`config.mk`:
```
export PLATFORM = sky130hd
export DESIGN_NAME = sorted_wakeup_timer_queue
export DESIGN_NICKNAME = d
export VERILOG_FILES = /design/src/rtl/swtq_pkg.sv /design/src/rtl/swtq_ram.sv /design/src/rtl/sorted_wakeup_timer_queue.sv
export VERILOG_INCLUDE_DIRS = /design/src /design/src/rtl
export SDC_FILE = /design/constraint.sdc
export NUM_CORES = 2
export LEC_CHECK = 0
export BUFFER_PORTS_ARGS = -buffer_cell sky130_fd_sc_hd__buf_2
export CAP_MARGIN = 20
export CORE_MARGIN = 2
export CORE_UTILIZATION = 40
export CTS_CLUSTER_DIAMETER = 100
export DETAILED_ROUTE_END_ITERATION = 8
export PLACE_DENSITY = 0.57
export SYNTH_ARGS = -nofsm -noshare
export SYNTH_HDL_FRONTEND = slang
export SYNTH_SLANG_ARGS = --single-unit
```
`constraint.sdc`:
```
create_clock -name clk -period 5.78 [get_ports clk]
set_input_delay 0.578 -clock clk [delete_from_list [all_inputs] [get_ports clk]]
set_output_delay 0.578 -clock clk [all_outputs]
set_load 0.05 [all_outputs]
```
`src/rtl/sorted_wakeup_timer_queue_macros.svh`:
```
// Assertion macros for the sorted wake-up timer queue.
// No dependencies; included by the files that carry assertions.
`ifndef SORTED_WAKEUP_TIMER_QUEUE_MACROS_SVH
`define SORTED_WAKEUP_TIMER_QUEUE_MACROS_SVH
`ifndef SYNTH
`define SWTQ_ASSERT_IMPL(label, clk, rst, ante, cons) \
  label: assert property (@(posedge clk) disable iff (rst) (ante) |-> (cons)) \
    else $error("swtq assertion failed");
`define SWTQ_ASSERT_NEXT(label, clk, rst, ante, cons) \
  label: assert property (@(posedge clk) disable iff (rst) (ante) |=> (cons)) \
    else $error("swtq assertion failed");
`else
`define SWTQ_ASSERT_IMPL(label, clk, rst, ante, cons)
`define SWTQ_ASSERT_NEXT(label, clk, rst, ante, cons)
`endif
`endif

```
`src/rtl/swtq_pkg.sv`:
```
// Types, constants and helpers for the sorted wake-up timer queue.
// No dependencies.
package swtq_pkg;

  localparam int QUEUE_SLOTS = 16;
  localparam int MAX_RESULTS = 16;
  localparam int TIME_W      = 63;
  localparam int ID_W        = 8;
  localparam int TICKS_W     = 32;
  localparam int IDX_W       = (QUEUE_SLOTS > 1) ? $clog2(QUEUE_SLOTS) : 1;
  localparam int CNT_W       = $clog2(QUEUE_SLOTS + 1);

  typedef enum logic {
    KIND_SLEEP = 1'b0,
    KIND_TICK  = 1'b1
  } kind_t;

  typedef enum logic [1:0] {
    ST_WOKEN   = 2'd0,
    ST_QUEUED  = 2'd1,
    ST_IGNORED = 2'd2,
    ST_FULL    = 2'd3
  } status_t;

  typedef enum logic [2:0] {
    S_IDLE,
    S_INS_CMP,
    S_INS_HEAD,
    S_REPLY,
    S_TK_RD,
    S_TK_CMP,
    S_TK_FIN
  } state_t;

  typedef struct packed {
    logic [TIME_W-1:0] wake;
    logic [ID_W-1:0]   sleeper;
  } entry_t;

  localparam int ENTRY_W = $bits(entry_t);

  // Logical queue position to physical slot of the ring.
  function automatic logic [IDX_W-1:0] slot_addr(input logic [IDX_W-1:0] head,
                                                 input logic [CNT_W-1:0] pos);
    logic [CNT_W:0] sum;
    sum = (CNT_W+1)'(head) + (CNT_W+1)'(pos);
    if (sum >= (CNT_W+1)'(QUEUE_SLOTS)) begin
      sum = sum - (CNT_W+1)'(QUEUE_SLOTS);
    end
    return sum[IDX_W-1:0];
  endfunction

endpackage

```
`src/rtl/swtq_ram.sv`:
```
// Generic simple dual-port RAM: one write port, one registered read port.
// No dependencies.
module swtq_ram #(
  parameter int WIDTH = 8,
  parameter int DEPTH = 16
) (
  input  logic                                    clk,
  input  logic                                    wr_en,
  input  logic [((DEPTH > 1) ? $clog2(DEPTH) : 1)-1:0] wr_addr,
  input  logic [WIDTH-1:0]                        wr_data,
  input  logic                                    rd_en,
  input  logic [((DEPTH > 1) ? $clog2(DEPTH) : 1)-1:0] rd_addr,
  output logic [WIDTH-1:0]                        rd_data
);

  logic [WIDTH-1:0] mem [DEPTH];

  always_ff @(posedge clk) begin
    if (wr_en) begin
      mem[wr_addr] <= wr_data;
    end
    if (rd_en) begin
      rd_data <= mem[rd_addr];
    end
  end

endmodule

```
`src/rtl/sorted_wakeup_timer_queue.sv`:
```
// Sorted wake-up timer queue: top level with control FSM and queue ring.
// Depends on swtq_pkg, swtq_ram and sorted_wakeup_timer_queue_macros.svh.
//
// Usage: the input channel (in_valid / in_stall) takes one beat per item:
// kind = tick or sleep request, with sleeper_id and sleep_ticks. The output
// channel (out_valid / out_stall) returns result beats: status, woken_id and
// last, which marks the final beat of an item. A sleep request always gives
// one beat; a tick gives zero or more woken beats, earliest wake time first.
// Entries sit in a ring in one RAM (registered read) ordered by wake time.
// One item at a time. A queued sleep request walks the ring back from the
// tail one slot per cycle (read one slot, write the next) past the queued
// entries with a later wake time; an ignored or full request goes straight
// to its reply. A tick reads and checks the entries from the head in order,
// one RAM read per due check, until one is not yet due, none is left or
// MAX_RESULTS are woken. in_stall is high whenever an item is being worked on.
// When out_stall holds a result, the walk pauses at that point and resumes
// once the output register frees up; nothing is dropped.
// Reset clears the tick counter and empties the queue; RAM contents stay
// undefined and are only read below the fill count.
module sorted_wakeup_timer_queue
  import swtq_pkg::*;
(
  input  logic               clk,
  input  logic               rst,
  input  logic               in_valid,
  output logic               in_stall,
  input  logic               kind,
  input  logic [ID_W-1:0]    sleeper_id,
  input  logic [TICKS_W-1:0] sleep_ticks,
  output logic               out_valid,
  input  logic               out_stall,
  output logic [1:0]         status,
  output logic [ID_W-1:0]    woken_id,
  output logic               last
);

  `include "sorted_wakeup_timer_queue_macros.svh"

  state_t             state, state_next;
  logic [TIME_W-1:0]  tick_count;
  logic [IDX_W-1:0]   head;
  logic [CNT_W-1:0]   count;
  logic [CNT_W-1:0]   ins_pos;
  logic [CNT_W-1:0]   n;
  logic [TIME_W-1:0]  wake;
  logic [ID_W-1:0]    new_id;
  status_t            reply_status;
  logic               pend_valid;
  logic [ID_W-1:0]    pend_id;
  status_t            out_status;

  logic               rd_en, wr_en;
  logic [IDX_W-1:0]   rd_addr, wr_addr;
  entry_t             wr_data, rd_data;

  logic               emit;
  status_t            emit_status;
  logic [ID_W-1:0]    emit_id;
  logic               emit_last;

  logic               out_free;
  logic               req_ignored;
  logic               req_full;
  logic               ins_le;
  logic               tk_due;
  logic               tk_more;
  logic [TIME_W-1:0]  wake_calc;
  entry_t             new_entry;

  swtq_ram #(
    .WIDTH (ENTRY_W),
    .DEPTH (QUEUE_SLOTS)
  ) u_ram (
    .clk     (clk),
    .wr_en   (wr_en),
    .wr_addr (wr_addr),
    .wr_data (wr_data),
    .rd_en   (rd_en),
    .rd_addr (rd_addr),
    .rd_data (rd_data)
  );

  assign out_free    = !out_valid || !out_stall;
  assign in_stall    = (state != S_IDLE);
  assign req_ignored = (sleep_ticks == '0) || sleep_ticks[TICKS_W-1];
  assign req_full    = (int'(count) >= QUEUE_SLOTS);
  assign wake_calc   = tick_count + TIME_W'(sleep_ticks[TICKS_W-2:0]);
  assign ins_le      = (rd_data.wake <= wake);
  assign tk_due      = (rd_data.wake <= tick_count);
  assign tk_more     = (n < count) && (int'(n) < MAX_RESULTS);
  assign new_entry   = '{wake: wake, sleeper: new_id};

  always_comb begin
    state_next = state;
    case (state)
      S_IDLE: begin
        if (in_valid) begin
          if (kind == KIND_TICK) begin
            state_next = S_TK_RD;
          end else if (req_ignored || req_full) begin
            state_next = S_REPLY;
          end else if (count == '0) begin
            state_next = S_INS_HEAD;
          end else begin
            state_next = S_INS_CMP;
          end
        end
      end
      S_INS_CMP: begin
        if (ins_le) begin
          state_next = S_REPLY;
        end else if (ins_pos == CNT_W'(1)) begin
          state_next = S_INS_HEAD;
        end
      end
      S_INS_HEAD: state_next = S_REPLY;
      S_REPLY: begin
        if (out_free) begin
          state_next = S_IDLE;
        end
      end
      S_TK_RD: state_next = tk_more ? S_TK_CMP : S_TK_FIN;
      S_TK_CMP: begin
        if (!tk_due) begin
          state_next = S_TK_FIN;
        end else if (!pend_valid || out_free) begin
          state_next = S_TK_RD;
        end
      end
      S_TK_FIN: begin
        if (!pend_valid || out_free) begin
          state_next = S_IDLE;
        end
      end
      default: state_next = S_IDLE;
    endcase
  end

  always_comb begin
    rd_en       = 1'b0;
    rd_addr     = '0;
    wr_en       = 1'b0;
    wr_addr     = '0;
    wr_data     = new_entry;
    emit        = 1'b0;
    emit_status = ST_WOKEN;
    emit_id     = pend_id;
    emit_last   = 1'b0;
    case (state)
      S_IDLE: begin
        if (in_valid && (kind == KIND_SLEEP) && !req_ignored && !req_full &&
            (count != '0)) begin
          rd_en   = 1'b1;
          rd_addr = slot_addr(head, count - CNT_W'(1));
        end
      end
      S_INS_CMP: begin
        wr_en   = 1'b1;
        wr_addr = slot_addr(head, ins_pos);
        if (!ins_le) begin
          wr_data = rd_data;
          if (ins_pos > CNT_W'(1)) begin
            rd_en   = 1'b1;
            rd_addr = slot_addr(head, (ins_pos - CNT_W'(1)) - CNT_W'(1));
          end
        end
      end
      S_INS_HEAD: begin
        wr_en   = 1'b1;
        wr_addr = slot_addr(head, '0);
      end
      S_REPLY: begin
        emit        = out_free;
        emit_status = reply_status;
        emit_id     = new_id;
        emit_last   = 1'b1;
      end
      S_TK_RD: begin
        if (tk_more) begin
          rd_en   = 1'b1;
          rd_addr = slot_addr(head, n);
        end
      end
      S_TK_CMP: begin
        emit = tk_due && pend_valid && out_free;
      end
      S_TK_FIN: begin
        emit      = pend_valid && out_free;
        emit_last = 1'b1;
      end
      default: ;
    endcase
  end

  always_ff @(posedge clk) begin
    if (rst) begin
      state      <= S_IDLE;
      tick_count <= '0;
      head       <= '0;
      count      <= '0;
      pend_valid <= 1'b0;
      out_valid  <= 1'b0;
    end else begin
      state <= state_next;
      if (emit) begin
        out_valid <= 1'b1;
      end else if (!out_stall) begin
        out_valid <= 1'b0;
      end
      case (state)
        S_IDLE: begin
          if (in_valid && (kind == KIND_TICK)) begin
            tick_count <= tick_count + TIME_W'(1);
          end
        end
        S_INS_CMP: begin
          if (ins_le) begin
            count <= count + CNT_W'(1);
          end
        end
        S_INS_HEAD: count <= count + CNT_W'(1);
        S_TK_CMP: begin
          if (tk_due && (!pend_valid || out_free)) begin
            pend_valid <= 1'b1;
          end
        end
        S_TK_FIN: begin
          if (!pend_valid || out_free) begin
            head       <= slot_addr(head, n);
            count      <= count - n;
            pend_valid <= 1'b0;
          end
        end
        default: ;
      endcase
    end
  end

  always_ff @(posedge clk) begin
    if (emit) begin
      out_status <= emit_status;
      woken_id   <= emit_id;
      last       <= emit_last;
    end
    case (state)
      S_IDLE: begin
        new_id  <= sleeper_id;
        wake    <= wake_calc;
        ins_pos <= count;
        n       <= '0;
        if (req_ignored) begin
          reply_status <= ST_IGNORED;
        end else if (req_full) begin
          reply_status <= ST_FULL;
        end else begin
          reply_status <= ST_QUEUED;
        end
      end
      S_INS_CMP: begin
        if (!ins_le) begin
          ins_pos <= ins_pos - CNT_W'(1);
        end
      end
      S_TK_CMP: begin
        if (tk_due && (!pend_valid || out_free)) begin
          pend_id <= rd_data.sleeper;
          n       <= n + CNT_W'(1);
        end
      end
      default: ;
    endcase
  end

  assign status = out_status;

  `SWTQ_ASSERT_IMPL(a_count_bound, clk, rst, 1'b1, int'(count) <= QUEUE_SLOTS)
  `SWTQ_ASSERT_NEXT(a_tick_adv, clk, rst, in_valid && !in_stall && (kind == KIND_TICK),
                    tick_count == $past(tick_count) + TIME_W'(1))
  `SWTQ_ASSERT_IMPL(a_reply_last, clk, rst, out_valid && (out_status != ST_WOKEN), last)
  `SWTQ_ASSERT_IMPL(a_rw_apart, clk, rst, wr_en && rd_en, wr_addr != rd_addr)

endmodule

```
==> out/qor.txt <==
Relative slew margins -> 0.282
Hold Fails Final Rpt -> 0
Die Wd -> 389 um
Initial Utilization -> 0.402
Clock transition at path regs -> 0.06 ns
CP Launch Type -> register
WS Path Type -> reg2reg
vias in the first global route -> 32933
CTS tree -> yes
Peak supply drop -> 0.358 mV
DR vias/cell -> 5.62
hold buffers post-CTS -> 8
Critical R2R Launch -> u_ram.rd_data[22]$_DFFE_PP_
Hold Path Class -> in2reg
total CTS buffers -> 149
share of layout cells above drive strength 1 -> 0.141
WP data required -> 6.26 ns
DP Wirelength -> 89.1 mm
Mapped Nets -> 3965
leak pwr -> 23.4 nW
flop-to-flop setup slack -> 0.76 ns
Async SR Flop Fraction -> 0
GR Overflow Total -> 0
r2r endpoint -> u_ram.rd_data[52]$_DFFE_PP_
Critical Path AT -> 5.50 ns
Max-cap violations -> 0
Post-synth EDFFs -> 1309
Sinks on Clock Net -> 1386
period utilization -> 0.868
WL final -> 157 mm
Setup Buffers After CTS -> 0
# fillers -> 12689
post-CTS sizing -> 0
CTS HTree Levels -> 4
Setup Skew -> 0.0382 ns
Iter 0 DRT Violations -> 3081
register bit total from synthesis -> 1386
Top FF cell, synth -> edfxtp_1
CTS root buf -> clkbuf_16
1st-pass router iterations -> 7
ant diodes -> 0
final setup fails -> 0
setup_tns -> 0 ns
Synth warnings -> 0
Routed Antenna Nets -> 0
initial antenna violation count -> 1
Die Y -> 389 um
die area -> 151000 um2
Avg WL per Cell -> 26.3 um
fmax -> 199 MHz
unrepaired setup endpoints after global routing -> no
area grow syn2layout -> 14.2%
total chip power -> 0.0315 W
Period minus WS final -> 5.02 ns
Synth cell types -> 75
routability congestion estimate from global placement -> 0.875
Avg Cell Area, Syn -> 15.8 um2
Worst Reg-to-Reg Cells -> 13
io pins -> 58
PortBufs -> 57
Nets -> 4129
Final Max Tran Viols -> 0
Post-Syn Area -> 59200 um2
Total GRT Usage -> 0.206
largest net degree at the start of global routing -> 72
CP Capture Type -> register
status -> finished, final reports clean
Hold Startpoint -> out_stall
Worst Setup EP -> u_ram.rd_data[52]$_DFFE_PP_
CP Launch Point -> u_ram.rd_data[22]$_DFFE_PP_
post-synthesis sequential area ratio -> 0.690
Post-Layout Cell Count -> 5950
CP max FO -> 36
Post-Place Cells -> 5670
CORE AREA -> 147000 um2
Cells after Synth -> 3735
residual DRC count -> 0
DR vias -> 33466
slew at the pin with the worst max-slew slack -> 1.07 ns
Cell Pwr Density -> 467 nW/um2
# rows -> 141
first-pass GRT wire length -> 229 mm
Clock Tree Buf Depth -> 3
clk_lat worst skew -> 0.79 ns
==> placed cells by master, fill, tap and decap left out, types with 57 or more instances in the layout <==
| master | synthesis | routed |
|---|---|---|
| xnor2_1 | 120 | 120 |
| clkbuf_16 | 0 | 155 |
| o22ai_1 | 214 | 214 |
| mux2_2 | 78 | 78 |
| ha_1 | 179 | 179 |
| nor2_1 | 151 | 135 |
| buf_2 | 44 | 57 |
| or4b_1 | 70 | 70 |
| edfxtp_1 | 1309 | 1309 |
| a21o_1 | 60 | 60 |
| dfxtp_1 | 77 | 77 |
| a21oi_1 | 86 | 85 |
| buf_4 | 9 | 58 |
| nand2_1 | 176 | 175 |
| mux4_2 | 72 | 72 |
| mux2i_1 | 429 | 429 |
| inv_1 | 149 | 148 |
==> stage by stage <==
stage | setup slack, ns | cell area [um2] | utilization | hold slack (ns)
floorplan | 0.565 | 59200 | - | 0.422
detailed placement | 0.757 | 62600 | 0.425 | 0.444
global route | 0.500 | 67600 | 0.459 | 0.116
finish | 0.763 | 67600 | 0.459 | 0.132
CTS | 0.727 | 67600 | 0.459 | 0.0707
global placement | 0.820 | 62600 | 0.425 | 0.435
==> registers in the layout, summed over array words and instances, names as in the netlist <==
name           flops
reply_status       2
new_id             8
tick_count        63
n                  5
count              5
out_valid          1
head               4
pend_valid         1
state              3
last               1
ins_pos            5
u_ram.mem       1136
wake              63
woken_id           8
u_ram.rd_data     71
pend_id            8
status             2
==> cell families after synthesis <==
logic type               Yosys count  synth area share
XOR/XNOR                         137            0.0203
buffers and inverters            301            0.0219
AO/OA/AOI/OAI                    494            0.0541
AND/OR/NAND/NOR                  653            0.0587
multiplexers                     579             0.115
flip-flops                      1386             0.690
adder cells (fa/ha/maj)          185            0.0399
==> critical path: stages, from the launching register on <==
cell	delay [ns]
edfxtp_1	0.49
ha_1	0.35
nand3_1	0.12
nor3_1	0.41
o31ai_1	0.23
o211ai_1	0.37
a22oi_1	0.29
a21oi_4	0.41
a41o_4	0.57
buf_12	0.22
buf_12	0.25
mux2i_1	0.23
o22ai_1	0.09
or4b_1	0.61
==> where the power goes <==
part	internal, W	switching (W)	total [W]
Sequential	0.0136	0.000580	0.0142
Clock	0.00556	0.00393	0.00949
Combinational	0.00281	0.00502	0.00783
Total	0.0220	0.00952	0.0315
==> worst min path at each step <==
stage	end	depth (start not counted)
after global routing	out_valid$_SDFFE_PP0P_	3
after floorplan	pend_id[0]$_DFFE_PP_	0
after global placement	pend_id[7]$_DFFE_PP_	0
final	out_valid$_SDFFE_PP0P_	3
after CTS	out_valid$_SDFFE_PP0P_	3
after detailed placement	pend_id[7]$_DFFE_PP_	0
==> metal layers <==
metal | global-route usage | routed length [um] | vias up
met5 | 0 | 0 | -
met4 | 0.0499 | 2830 | 0
met3 | 0.0391 | 10400 | 201
met2 | 0.319 | 71300 | 1007
met1 | 0.300 | 72100 | 17285
li1 | - | - | 14973
==> synthesized netlist by cell type, types with 17 or more instances <==
| master | n | area [um2] |
|---|---|---|
| or4b_1 | 70 | 701 |
| mux4_2 | 72 | 1620 |
| nand3_1 | 49 | 245 |
| dfxtp_1 | 77 | 1540 |
| o21ai_0 | 45 | 225 |
| mux2_2 | 78 | 878 |
| nand2_1 | 176 | 661 |
| xnor2_1 | 120 | 1050 |
| buf_2 | 44 | 220 |
| a21oi_1 | 86 | 430 |
| nand4_1 | 39 | 244 |
| mux2i_1 | 429 | 4290 |
| nor4_1 | 27 | 169 |
| edfxtp_1 | 1309 | 39300 |
| nor3_1 | 51 | 255 |
| a21o_1 | 60 | 450 |
| and3_1 | 18 | 113 |
| nor2_1 | 151 | 567 |
| inv_1 | 149 | 559 |
| ha_1 | 179 | 2240 |
| clkbuf_1 | 75 | 282 |
| o22ai_1 | 214 | 1340 |
| xor2_1 | 17 | 149 |
==> cell type report <==
class / instances / area, um2 / area share
flip-flops and latches: 1386 / 40800 / 0.604
well taps: 1930 / 2410 / 0.0357
clock inverters: 79 / 787 / 0.0116
repair buffers: 165 / 1640 / 0.0243
inverters: 149 / 562 / 0.00831
multi-input cells: 2048 / 17300 / 0.255
clock buffers: 193 / 4070 / 0.0602
Note: power is estimated with default switching activity, not from simulation.
